### src/rtl/core/rmpa_pkg.sv
package rmpa_pkg;

    localparam int PRIO_W = 7;

    typedef struct packed {
        logic [15:0] task_period;
        logic [15:0] task_arrival;
        logic [7:0]  task_tag;
        logic        last_task;
    } rmpa_task_t;

    typedef struct packed {
        logic [7:0]        out_tag;
        logic [PRIO_W-1:0] out_priority;
        logic [15:0]       out_arrival;
        logic              overflow;
        logic              out_last;
    } rmpa_result_t;

    // one stored descriptor
    typedef struct packed {
        logic [15:0] period;
        logic [15:0] arrival;
        logic [7:0]  tag;
    } rmpa_entry_t;

    typedef enum logic [2:0] {
        ST_IDLE,
        ST_PSCAN,
        ST_PSEL,
        ST_ASCAN,
        ST_APUT
    } rmpa_state_t;

endpackage

### src/rtl/core/rate_monotonic_priority_assign_core.sv
// Rate-monotonic priority assignment. Task descriptors are loaded one beat per cycle into
// an entry memory of MAX_TASKS words; beats beyond capacity are dropped and reported on the
// overflow bit of every result of that set. The beat with last_task set closes the set, and
// the input then stalls until the last result of the set has been loaded into the output
// register. With n stored tasks the block makes n selection passes in period order, each a
// scan of the entry memory (one read a cycle from a registered read port, then a step to
// settle the selection) and a write of the priority memory, then n passes in arrival
// order, each a scan plus a load of the output register, which waits while the result
// side stalls. The shortest period gets priority n, each new distinct period one less;
// results come out ordered by arrival, ties kept in period order and then in load order.
// Only one memory access pass runs at a time, so reads and writes of the same entry never
// overlap.
module rate_monotonic_priority_assign_core #(
    parameter int MAX_TASKS = 8
) (
    input  logic                  clk,
    input  logic                  rst_n,
    input  logic                  task_valid,
    output logic                  task_stall,
    input  rmpa_pkg::rmpa_task_t   task_data,
    output logic                  result_valid,
    input  logic                  result_stall,
    output rmpa_pkg::rmpa_result_t result_data
);
    import rmpa_pkg::*;

    localparam int IW = $clog2(MAX_TASKS);
    localparam int CW = $clog2(MAX_TASKS + 1);
    localparam logic [CW-1:0] CAP = CW'(MAX_TASKS);

    rmpa_state_t state_reg, state_next;

    logic [CW-1:0]        cnt_reg, cnt_next;
    logic                 dropped_reg, dropped_next;
    logic [CW-1:0]        sel_cnt_reg, sel_cnt_next;
    logic [CW-1:0]        scan_addr_reg, scan_addr_next;
    logic                 rd_vld_reg, rd_vld_next;
    logic [IW-1:0]        rd_idx_reg, rd_idx_next;
    logic [MAX_TASKS-1:0] used_reg, used_next;
    logic                 best_vld_reg, best_vld_next;
    logic [IW-1:0]        best_idx_reg, best_idx_next;
    rmpa_entry_t          best_ent_reg, best_ent_next;
    logic [PRIO_W-1:0]    best_prio_reg, best_prio_next;
    logic [PRIO_W-1:0]    prio_reg, prio_next;
    logic [15:0]          prev_period_reg, prev_period_next;
    logic                 out_vld_reg, out_vld_next;
    rmpa_result_t         out_reg, out_next;

    rmpa_entry_t       entry_mem [MAX_TASKS];
    logic [PRIO_W-1:0] prio_mem [MAX_TASKS];
    rmpa_entry_t       ent_q;
    logic [PRIO_W-1:0] prio_q;

    logic        ent_we;
    rmpa_entry_t ent_wdata;
    logic        prio_we;
    logic        rd_en;

    logic          accept;
    logic          in_scan;
    logic          scan_done;
    logic          sel_last;
    logic          out_free;
    logic          per_better;
    logic          arr_better;
    logic          cand_better;
    logic [CW-1:0] sel_inc;

    assign accept    = task_valid && !task_stall;
    assign in_scan   = (state_reg == ST_PSCAN) || (state_reg == ST_ASCAN);
    assign scan_done = in_scan && (scan_addr_reg == cnt_reg) && !rd_vld_reg;
    assign sel_inc   = sel_cnt_reg + CW'(1);
    assign sel_last  = (sel_inc == cnt_reg);
    assign out_free  = !out_vld_reg || !result_stall;

    // strict compares: on a tie the lower entry, scanned first, stays selected
    assign per_better  = ent_q.period < best_ent_reg.period;
    assign arr_better  = (ent_q.arrival < best_ent_reg.arrival) ||
                         ((ent_q.arrival == best_ent_reg.arrival) &&
                          (ent_q.period < best_ent_reg.period));
    assign cand_better = (state_reg == ST_ASCAN) ? arr_better : per_better;

    assign ent_wdata = '{period:  task_data.task_period,
                         arrival: task_data.task_arrival,
                         tag:     task_data.task_tag};

    assign result_valid = out_vld_reg;
    assign result_data  = out_reg;

    // next state
    always_comb
    begin
        state_next = state_reg;
        case (state_reg)
            ST_IDLE:
            begin
                if (accept && task_data.last_task)
                begin
                    state_next = ST_PSCAN;
                end
            end
            ST_PSCAN:
            begin
                if (scan_done)
                begin
                    state_next = ST_PSEL;
                end
            end
            ST_PSEL:
            begin
                state_next = sel_last ? ST_ASCAN : ST_PSCAN;
            end
            ST_ASCAN:
            begin
                if (scan_done)
                begin
                    state_next = ST_APUT;
                end
            end
            ST_APUT:
            begin
                if (out_free)
                begin
                    state_next = sel_last ? ST_IDLE : ST_ASCAN;
                end
            end
            default:
            begin
                state_next = ST_IDLE;
            end
        endcase
    end

    // outputs and datapath
    always_comb
    begin
        task_stall       = (state_reg != ST_IDLE);
        cnt_next         = cnt_reg;
        dropped_next     = dropped_reg;
        sel_cnt_next     = sel_cnt_reg;
        scan_addr_next   = scan_addr_reg;
        rd_vld_next      = 1'b0;
        rd_idx_next      = scan_addr_reg[IW-1:0];
        used_next        = used_reg;
        best_vld_next    = best_vld_reg;
        best_idx_next    = best_idx_reg;
        best_ent_next    = best_ent_reg;
        best_prio_next   = best_prio_reg;
        prio_next        = prio_reg;
        prev_period_next = prev_period_reg;
        out_vld_next     = out_vld_reg && result_stall;
        out_next         = out_reg;
        ent_we           = 1'b0;
        prio_we          = 1'b0;
        rd_en            = 1'b0;

        // scan engine: issue one read a cycle, compare the returning word
        if (in_scan)
        begin
            if (scan_addr_reg != cnt_reg)
            begin
                rd_en          = 1'b1;
                rd_vld_next    = 1'b1;
                scan_addr_next = scan_addr_reg + CW'(1);
            end
            if (rd_vld_reg && !used_reg[rd_idx_reg] && (!best_vld_reg || cand_better))
            begin
                best_vld_next  = 1'b1;
                best_idx_next  = rd_idx_reg;
                best_ent_next  = ent_q;
                best_prio_next = prio_q;
            end
        end

        case (state_reg)
            ST_IDLE:
            begin
                if (accept)
                begin
                    if (cnt_reg != CAP)
                    begin
                        ent_we   = 1'b1;
                        cnt_next = cnt_reg + CW'(1);
                    end
                    else
                    begin
                        dropped_next = 1'b1;
                    end
                    if (task_data.last_task)
                    begin
                        scan_addr_next = '0;
                        best_vld_next  = 1'b0;
                        sel_cnt_next   = '0;
                    end
                end
            end
            ST_PSEL:
            begin
                if (sel_cnt_reg == '0)
                begin
                    prio_next = PRIO_W'(cnt_reg);
                end
                else if (best_ent_reg.period != prev_period_reg)
                begin
                    prio_next = prio_reg - PRIO_W'(1);
                end
                prio_we          = 1'b1;
                prev_period_next = best_ent_reg.period;
                used_next[best_idx_reg] = 1'b1;
                sel_cnt_next     = sel_inc;
                scan_addr_next   = '0;
                best_vld_next    = 1'b0;
                if (sel_last)
                begin
                    used_next    = '0;
                    sel_cnt_next = '0;
                end
            end
            ST_APUT:
            begin
                if (out_free)
                begin
                    out_vld_next = 1'b1;
                    out_next     = '{out_tag:      best_ent_reg.tag,
                                     out_priority: best_prio_reg,
                                     out_arrival:  best_ent_reg.arrival,
                                     overflow:     dropped_reg,
                                     out_last:     sel_last};
                    used_next[best_idx_reg] = 1'b1;
                    sel_cnt_next   = sel_inc;
                    scan_addr_next = '0;
                    best_vld_next  = 1'b0;
                    if (sel_last)
                    begin
                        used_next    = '0;
                        sel_cnt_next = '0;
                        cnt_next     = '0;
                        dropped_next = 1'b0;
                    end
                end
            end
            default:
            begin
            end
        endcase
    end

    always_ff @(posedge clk)
    begin
        if (ent_we)
        begin
            entry_mem[cnt_reg[IW-1:0]] <= ent_wdata;
        end
        if (rd_en)
        begin
            ent_q <= entry_mem[scan_addr_reg[IW-1:0]];
        end
    end

    always_ff @(posedge clk)
    begin
        if (prio_we)
        begin
            prio_mem[best_idx_reg] <= prio_next;
        end
        if (rd_en)
        begin
            prio_q <= prio_mem[scan_addr_reg[IW-1:0]];
        end
    end

    always_ff @(posedge clk or negedge rst_n)
    begin
        if (!rst_n)
        begin
            state_reg     <= ST_IDLE;
            cnt_reg       <= '0;
            dropped_reg   <= 1'b0;
            sel_cnt_reg   <= '0;
            scan_addr_reg <= '0;
            rd_vld_reg    <= 1'b0;
            used_reg      <= '0;
            best_vld_reg  <= 1'b0;
            out_vld_reg   <= 1'b0;
        end
        else
        begin
            state_reg     <= state_next;
            cnt_reg       <= cnt_next;
            dropped_reg   <= dropped_next;
            sel_cnt_reg   <= sel_cnt_next;
            scan_addr_reg <= scan_addr_next;
            rd_vld_reg    <= rd_vld_next;
            used_reg      <= used_next;
            best_vld_reg  <= best_vld_next;
            out_vld_reg   <= out_vld_next;
        end
    end

    always_ff @(posedge clk)
    begin
        rd_idx_reg      <= rd_idx_next;
        best_idx_reg    <= best_idx_next;
        best_ent_reg    <= best_ent_next;
        best_prio_reg   <= best_prio_next;
        prio_reg        <= prio_next;
        prev_period_reg <= prev_period_next;
        out_reg         <= out_next;
    end

endmodule

### config.mk
export PLATFORM = sky130hd
export DESIGN_NAME = rate_monotonic_priority_assign_core
export DESIGN_NICKNAME = d
export VERILOG_FILES = /design/src/rtl/core/rmpa_pkg.sv /design/src/rtl/core/rate_monotonic_priority_assign_core.sv
export SDC_FILE = /design/constraint.sdc
export NUM_CORES = 1
export LEC_CHECK = 0
export ABC_AREA = 1
export BUFFER_PORTS_ARGS = -buffer_cell sky130_fd_sc_hd__buf_2
export CORE_ASPECT_RATIO = 0.5
export CORE_UTILIZATION = 45
export CTS_CLUSTER_SIZE = 8
export DETAILED_ROUTE_END_ITERATION = 8
export PLACE_DENSITY = 0.69
export SYNTH_ARGS = -nofsm -noshare
export SYNTH_HDL_FRONTEND = slang
export SYNTH_SLANG_ARGS = --single-unit
### constraint.sdc
create_clock -name clk -period 8.2 [get_ports clk]
set_input_delay 0.82 -clock clk [delete_from_list [all_inputs] [get_ports clk]]
set_output_delay 0.82 -clock clk [all_outputs]
set_load 0.1 [all_outputs]
==> results of run 1 <==
[worst register-to-register path: stages, from the launching register on]
cell and delay, ns:
dfrtp_2 0.69, buf_4 0.41, inv_2 0.49, buf_4 0.75, o21ai_0 0.30, o22ai_1 0.18, nor2_1 0.06, a31oi_1 0.21
[cell type report]
| type | instances | area share [%] |
|---|---|---|
| Timing Repair Buffer | 98 | 2.130 |
| Antenna cell | 1 | 0.009908 |
| Tap cell | 638 | 3.161 |
| Multi-Input combinational cell | 957 | 19.26 |
| Sequential cell | 559 | 65.55 |
| Inverter | 90 | 1.352 |
| Clock inverter | 5 | 0.3319 |
| Clock buffer | 93 | 8.204 |
[layer usage]
metal  part of all wire (%)  wire length [um]
met1                     45             20130
met2                     48             21670
met3                    5.2              2349
met4                    2.1               970
met5                      0                 0
[power groups by stage]
stage | Combinational [uW] | Clock, uW | Sequential, uW
after global routing | 2830 | 3030 | 4230
after detailed placement | 2490 | 0 | 4230
final | 2500 | 2870 | 4180
after global placement | 2430 | 0 | 4210
after CTS | 2510 | 2910 | 4180
after floorplan | 1870 | 0 | 4110
[per-stage QoR]
stage | total power, uW | instance area (um^2) | setup slack (ns) | instances | hold slack, ns
floorplan | 5983 | 22020 | 4.051 | 1683 | 0.3661
global placement | 6638 | 23100 | 5.053 | 2342 | 0.4017
detailed placement | 6717 | 23100 | 5.015 | 2342 | 0.4054
CTS | 9604 | 25250 | 4.996 | 2440 | 0.2542
global route | 10090 | 25250 | 4.753 | 2440 | 0.2924
finish | 9544 | 25260 | 4.952 | 2441 | 0.2514
[final timing paths]
check | startpoint | end | cells past startpoint
max | scan_addr_reg[1] | prio_q[1] | 7
min | rst_n | rd_vld_reg | 1
max reg2reg | scan_addr_reg[1] | prio_q[1] | 7
min reg2reg | best_ent_reg[0] | result_data[25] | 0
max in group asynchronous | rst_n | scan_addr_reg[0] | 1
min in group clk | best_ent_reg[0] | result_data[25] | 0
[placed cells by master, fill, tap and decap left out, types with 3 or more instances in the layout]
cell type and instances:
dfxtp_1 10, nand2_2 3, nor3_1 4, inv_2 11, a31oi_1 48, inv_1 77
xor2_1 5, buf_2 79, nand2_1 116, o22ai_1 47, nand4_1 14, edfxtp_1 522
xnor2_1 25, buf_4 19, a21oi_1 20, ha_1 37, o21ai_1 16, nand3_1 32
clkbuf_1 12, nor2_2 4, nor2_1 364, clkbuf_16 81, nor2_4 9, o21ai_0 197
dfrtp_1 25
[logic make-up after synthesis]
family | Yosys count | synth area share, %
flops | 559 | 75.15
simple gates | 554 | 10.11
compound gates | 336 | 8.329
buf+inv | 167 | 3.113
fa+ha+maj | 37 | 2.102
xor+xnor | 30 | 1.193
==> flow_summary.ini, run 1 <==
[flow_run]
maxCapViolCount = 0

[timing]
worst_slew_pin_slew_ns = 1.171
fin_crit_ns = 3.248
rsz0062_at_grt = false
finalSetupTns_ns = 0
setup_viol = 0
hold_viol = 0
slew_violations = 0
relSlewSlack_pct = 21.92
fmax_mhz = 307.9
post-route-period-util_pct = 39.61
fin_skew_ns = 0.01659

[clocking]
cts_tree = yes
cts.clk_slew.worst_paths_ns = 0.05
cts_setup_buffers = 0
cts_inserted_buffers = 79
cts_buffer_depth = 3
root_buffer = clkbuf_16
insertion_delay_ns = 0.60
cts_resized = 0
cts_max_level = 3
cts.sink_count = 559
hold_buffers = 0

[die]
initial_core_util_pct = 46.29
dieArea_um2 = 49880
die_height_um = 158.4
die_w_um = 314.9
rows = 56
core_um2 = 47580
ios = 80

[yosys]
syn_nets = 1765
yosysWarnings = 0
synthTopCellsByCount = edfxtp_1 (522), nor2_1 (372), o21ai_0 (197)
synth-edff-count = 522
syn_area_per_cell_um2 = 13.09
async_flop_share_pct = 4.830
synthFlopType = edfxtp_1
ys_seq_area_share_pct = 75.15
yosysTopAreaCell = edfxtp_1
synth_area_leaders = edfxtp_1 (71%), nor2_1 (6.3%), o21ai_0 (4.5%)
yosysUniqueCellTypes = 38
syn-instance-count = 1683
synth_top_area_share_pct = 71.17
synth_seq_cells = 559
synth_area_um2 = 22020
post-synth-top-count-cell = edfxtp_1

[setup_path]
crit_required_ns = 8.62
startpoint_type = flop
cp_common_cell = buf_4
path_class = reg2reg
r2r_slack_ns = 4.95
cpPeakStageDelay_ns = 0.75
critPathMaxFanout = 66
slowest_stage = buf_4
cp-end-kind = flop
cp_top_family = buffers and inverters
cp.arrival_ns = 3.66
path_buf_inv = 3
crit_chain = buf_4, inv_2, buf_4, o21ai_0, o22ai_1, nor2_1, a31oi_1

[outcome]
status = completed

[global_routing]
grt-busiest-layer = met2
grt_pass1_wl_um = 70040
globalRouteMet2Util_pct = 30.80
use_met1_pct = 24.22
grtUsageTotal_pct = 18.32
grt-ovfl-total = 0
antenna_found_initial = 1
grt_max_degree = 122
use_met3_pct = 3.464
grt_pass1_vias = 12690

[power_and_ir_drop]
combPwrFrac_pct = 26.2
netSwitchingFraction_pct = 33.11
seqPwrFrac_pct = 43.8
p_int_uw = 6384
switchingPower_uw = 3160
p_per_area_nw_per_um2 = 377.9
clockPowerShare_pct = 30.0
peakVddDrop_mv = 0.2865
p_leak_uw = 0.008956

[placement]
dp_hpwl_um = 23670
port_buffers = 79
gp_congestion = 0.8247

[route]
drc_errors = 0
drt_iter0_drc = 1330
first_pass_iters = 5
drtAntennaViolNets = 0
vias = 13070
wl_um = 45120
viasPerCell = 5.353
wl_per_cell_um = 18.48

[cells_and_area]
postLayoutCoreUtil_pct = 53.08
regArea_um2 = 16560
multi_input_area_um2 = 4863
syn2layout_area_growth_pct = 14.67
nNetsFinal = 1867
largest_reg_flops = 320
nFillCells = 3819
drive_gt1_share_pct = 12.32

[hold_path]
hold_class = in2async
Power figures use the tool's default switching activity.
==> inputs of run 2 (changes only) <==
--- a/config.mk
+++ b/config.mk
@@ -11,7 +11,7 @@
 export CORE_UTILIZATION = 45
 export CTS_CLUSTER_SIZE = 8
 export DETAILED_ROUTE_END_ITERATION = 8
-export PLACE_DENSITY = 0.69
+export PLACE_DENSITY = 0.71
 export SYNTH_ARGS = -nofsm -noshare
 export SYNTH_HDL_FRONTEND = slang
 export SYNTH_SLANG_ARGS = --single-unit
==> constraint.sdc (replaced) <==
create_clock -name clk -period 2.95 [get_ports clk]
set_input_delay 0.295 -clock clk [delete_from_list [all_inputs] [get_ports clk]]
set_output_delay 0.295 -clock clk [all_outputs]
set_load 0.1 [all_outputs]
==> run 2 against run 1 <==
- via count is 1.8% higher
- combinational power grew to 3.0 times the previous value
- final area grew 2.8%
- sequential share of layout area down 1.8 points
==> flow_summary.ini, run 2 (same netlist as run 1, synthesis figures left out) <==
[cells_and_area]
drive_gt1_share_pct = 12.43
largest_reg_flops = 320
syn2layout_area_growth_pct = 17.84
mostFrequentLayoutCell = edfxtp_1
diodes = 0
nFillCells = 3656
stdcell_area_um2 = 25950
multi_input_area_um2 = 4863
nNetsFinal = 1919
final_cell_mix = edfxtp_1 (522), nor2_1 (364), o21ai_0 (197), nand2_1 (116)
regArea_um2 = 16560

[hold_path]
min_from = task_valid
hold_class = in2reg

[setup_path]
crit_required_ns = 3.16
startpoint = ent_q[15]
critPathMaxFanout = 25
cpPeakStageDelay_ns = 0.41
cp_top_family = simple AND/OR/NAND/NOR gates
cp.arrival_ns = 2.80
r2r_slack_ns = 0.36
path_buf_inv = 1
path_class = reg2reg
cp-end-kind = flop
reg2reg_from = ent_q[15]
crit_chain = ha_1, nand2_1, nor2_1, nand4_1, nor2_1, nor2_1, nor2_1, nand2_1, a21oi_4, buf_4
cp_common_cell = nor2_1
startpoint_type = flop
slowest_stage = edfxtp_1

[route]
wl_um = 46020
wl_per_cell_um = 18.43
vias = 13300
drt_iter0_drc = 1103
viasPerCell = 5.328
first_pass_iters = 7
drc_errors = 0
drtAntennaViolNets = 0

[placement]
place_area_um2 = 23360
dp_hpwl_um = 24810
port_buffers = 79
gp_congestion = 0.8090
pre_cts_ws_ns = 0.4557

[clocking]
root_buffer = clkbuf_16
cts.clk_slew.worst_paths_ns = 0.05
cts.sink_count = 559
cts_resized = 0
cts_buffer_depth = 3
cts_max_level = 3
cts_tree = yes
cts_inserted_buffers = 79
insertion_delay_ns = 0.60

[global_routing]
grt_pass1_wl_um = 72120
antenna_found_initial = 0
grt-ovfl-total = 0
grt_pass1_vias = 13270
grtUsageTotal_pct = 18.84
grt_max_degree = 86

[die]
die_height_um = 158.4
core_um2 = 47580
die_w_um = 314.9
dieArea_um2 = 49880
initial_core_util_pct = 46.29
ios = 80
rows = 56

[timing]
relSlewSlack_pct = 42.79
hold_viol = 0
fin_skew_ns = 0.03548
fin_crit_ns = 2.589
rsz0062_at_grt = false
finalWorstSetupSlack_ns = 0.3606
post-route-period-util_pct = 87.78
slew_violations = 0
worst_slew_pin_slew_ns = 0.8582
fmax_mhz = 386.2
finalSetupTns_ns = 0
setup_viol = 0
fin_hold_ws_ns = 0.1211

[power_and_ir_drop]
p_per_area_nw_per_um2 = 1038
p_leak_uw = 0.009236
peakVddDrop_mv = 0.8881

[flow_run]
maxCapViolCount = 0

[outcome]
status = completed
[run 2: path summary, 6_finish.rpt]
path,endpoint,cells past startpoint
max,best_idx_reg[0],10
min,cnt_reg[1],5
max reg2reg,best_idx_reg[0],10
min reg2reg,best_prio_reg[0],0
max in group asynchronous,scan_addr_reg[0],2
min in group asynchronous,cnt_reg[0],2
[run 2: report_power, final]
part / total [uW] / switching [uW] / internal, uW
Combinational: 7490 / 5070 / 2420
Sequential: 11400 / 743 / 10700
Clock: 8000 / 3160 / 4850
Total: 26900 / 8970 / 18000
[run 2: worst reg2reg max path, cell delays in order, from the launching register on]
cell and delay, ns:
edfxtp_1 0.41, ha_1 0.32, nand2_1 0.07, nor2_1 0.17, nand4_1 0.21, nor2_1 0.23
nor2_1 0.06, nor2_1 0.08, nand2_1 0.10, a21oi_4 0.14, buf_4 0.39
[run 2: cell type report]
| cell class | instances | share of cell area [%] |
|---|---|---|
| Inverter | 90 | 1.311 |
| Tap cell | 638 | 3.076 |
| Timing Repair Buffer | 150 | 4.705 |
| Sequential cell | 559 | 63.79 |
| Multi-Input combinational cell | 957 | 18.74 |
| Clock inverter | 6 | 0.4966 |
| Clock buffer | 97 | 7.878 |
[run 2: per-layer routing]
metal | vias to the layer above | part of all wire [%] | GRT usage (%)
met5 | - | 0 | 0
met4 | 0 | 2.4 | 6.981
met3 | 82 | 5.6 | 3.464
met2 | 362 | 49 | 32.45
met1 | 6539 | 43 | 23.97
li1 | 6320 | - | -
[run 2: stage by stage]
stage,power [uW],std cells,utilization [%]
floorplan,16620,1683,-
global placement,18680,2352,49.10
detailed placement,18950,2352,49.10
CTS,27110,2497,54.55
global route,28460,2497,54.55
finish,26940,2497,54.55
[run 2: timing repair]
item | in CTS | in global routing
hold buffers | 42 | 0
hold endpoints to repair | 348 | 0
setup buffers | 0 | 0
setup endpoints to repair | 0 | 0
==> inputs of run 3 (changes only) <==
--- a/config.mk
+++ b/config.mk
@@ -7,7 +7,6 @@
 export LEC_CHECK = 0
 export ABC_AREA = 1
 export BUFFER_PORTS_ARGS = -buffer_cell sky130_fd_sc_hd__buf_2
-export CORE_ASPECT_RATIO = 0.5
 export CORE_UTILIZATION = 45
 export CTS_CLUSTER_SIZE = 8
 export DETAILED_ROUTE_END_ITERATION = 8
==> run 3 against run 2 <==
- combinational power is 2% higher
- core utilization is 0.58 points lower
- first-iteration DRC count is 4.6% higher
- cell count is 0.20% lower
- final area hardly changed
- critical path depth stayed put
- die area is 0.11% lower
- power is 0.92% higher
- maximum frequency is 7.5% higher
- register-to-register slack better by 0.18 ns
- sequential power hardly changed
- clock power is 0.6% higher
- critical path type unchanged
- critical endpoint is now best_ent_reg[30]
==> flow_summary.ini, run 3 (same netlist as run 1, synthesis figures left out) <==
[setup_path]
cp-end-kind = flop
slowest_stage = edfxtp_1
cp_top_family = simple AND/OR/NAND/NOR gates
cp.arrival_ns = 2.68
crit_chain = ha_1, nand3_1, nor2_1, nand4_1, nor2_1, nor2_1, nor2_1, nand2_1, a21oi_4, buf_4
cp_common_cell = nor2_1
reg2reg_from = ent_q[22]
r2r_slack_ns = 0.54
crit_required_ns = 3.22
path_class = reg2reg
startpoint_type = flop
worst-r2r-cell-count = 10
path_buf_inv = 1
r2r_end = best_ent_reg[30]
critPathMaxFanout = 16
cpPeakStageDelay_ns = 0.41

[die]
dieArea_um2 = 49830
die_height_um = 223.2
initial_core_util_pct = 45.84
core_um2 = 48050
ios = 80
die_w_um = 223.2
rows = 80

[route]
wl_um = 45980
drc_errors = 0
wl_per_cell_um = 18.45
viasPerCell = 5.358
drt_iter0_drc = 1154
vias = 13350
first_pass_iters = 7
drtAntennaViolNets = 0

[placement]
dp_hpwl_um = 27540
pre_cts_ws_ns = 0.5530
gp_congestion = 0.8604
port_buffers = 79
place_area_um2 = 23320

[clocking]
cts_buffer_depth = 3
cts.sink_count = 559
insertion_delay_ns = 0.60
cts_max_level = 3
cts.clk_slew.worst_paths_ns = 0.05
cts_tree = yes
cts_inserted_buffers = 79
root_buffer = clkbuf_16

[timing]
finalSetupTns_ns = 0
fin_hold_ws_ns = 0.03259
setup_viol = 0
finalWorstSetupSlack_ns = 0.5409
worst_slew_pin_slew_ns = 0.7336
fin_skew_ns = 0.01525
hold_viol = 0
fin_crit_ns = 2.409
slew_violations = 0
relSlewSlack_pct = 50.91
fmax_mhz = 415.1
post-route-period-util_pct = 81.66
rsz0062_at_grt = false

[global_routing]
antenna_found_initial = 3
grt_pass1_wl_um = 71880
grt_max_degree = 97
grt-ovfl-total = 0
grtUsageTotal_pct = 18.77
grt_pass1_vias = 13130

[power_and_ir_drop]
clockPowerShare_pct = 29.6
p_leak_uw = 0.009259
netSwitchingFraction_pct = 33.42
switchingPower_uw = 9084
p_per_area_nw_per_um2 = 1048
combPwrFrac_pct = 28.1
seqPwrFrac_pct = 42.3
p_int_uw = 18100
peakVddDrop_mv = 0.7202

[cells_and_area]
syn2layout_area_growth_pct = 17.73
drive_gt1_share_pct = 12.69
mostFrequentLayoutCell = edfxtp_1
largest_reg_flops = 320
nNetsFinal = 1923
final_cell_mix = edfxtp_1 (522), nor2_1 (364), o21ai_0 (197), nand2_1 (116), clkbuf_16 (80)
stdcell_area_um2 = 25930

[hold_path]
min_from = task_data[2]
hold_depth = 1
hold-path-endpoint = entry_mem[3][1]
hold_class = in2reg

[outcome]
status = completed

[flow_run]
maxCapViolCount = 0
[run 3: cell count changes in the layout (fill, tap and decap cells not counted)]
cell,before,now
inv_16,3,1
buf_4,14,24
inv_6,1,2
clkinv_16,2,0
diode_2,0,1
clkbuf_16,79,80
buf_12,15,11
clkbuf_1,18,30
dlygate4sd3_1,42,40
clkinv_8,0,3
[run 3: per-stage QoR]
| step | std cells | utilization, % | power, uW |
|---|---|---|---|
| 6_report | 2492 | 53.97 | 27180 |
| 5_1_grt | 2491 | 53.96 | 28690 |
| 4_1_cts | 2491 | 53.96 | 27410 |
| 3_5_place_dp | 2335 | 48.55 | 19210 |
| 3_3_place_gp | 2335 | 48.55 | 18950 |
| 2_1_floorplan | 1683 | - | 16620 |
[run 3: worst max-delay path by stage]
stage | startpoint | to | depth (start not counted)
after CTS | ent_q[22] | best_ent_reg[31] | 10
after global placement | ent_q[23] | best_ent_reg[25] | 10
final | ent_q[22] | best_ent_reg[30] | 10
after floorplan | cnt_reg[1] | entry_mem[0][0] | 8
after detailed placement | ent_q[13] | best_ent_reg[26] | 10
after global routing | ent_q[22] | best_ent_reg[32] | 10
[run 3: layout make-up]
class                           count  area, um^2
Antenna cell                        1       2.502
Clock buffer                      110        2115
Clock inverter                      6       86.33
Fill cell                        3810       22120
Inverter                           90       340.3
Multi-Input combinational cell    957        4863
Sequential cell                   559       16560
Tap cell                          615       769.5
Timing Repair Buffer              154        1196
[run 3: power groups by stage]
stage                     clock network, uW  logic, uW  registers (uW)
after floorplan                           0       5230           11400
after global placement                    0       7380           11600
after detailed placement                  0       7560           11700
after CTS                              8210       7690           11500
after global routing                   8530       8520           11600
final                                  8050       7620           11500
[run 3: routing by layer]
| layer | up-vias | wire (um) | track usage (%) |
|---|---|---|---|
| met5 | - | 10 | 0 |
| met4 | 2 | 1286 | 7.475 |
| met3 | 100 | 2708 | 3.595 |
| met2 | 415 | 22800 | 31.26 |
| met1 | 6487 | 19170 | 24.28 |
| li1 | 6347 | - | - |
[run 3: timing repair]
| item | 4_1_cts | 5_1_grt |
|---|---|---|
| gates resized for setup | 0 | 0 |
| hold buffers | 40 | 0 |
| endpoints found under the hold margin | 332 | 0 |
| buffers inserted | 0 | 0 |
[run 3: worst reg2reg max path, stage by stage, from the launching register on]
cell and delay [ns]:
edfxtp_1 0.41, ha_1 0.32, nand3_1 0.10, nor2_1 0.18, nand4_1 0.13, nor2_1 0.21, nor2_1 0.08, nor2_1 0.08
nand2_1 0.09, a21oi_4 0.18, buf_4 0.29
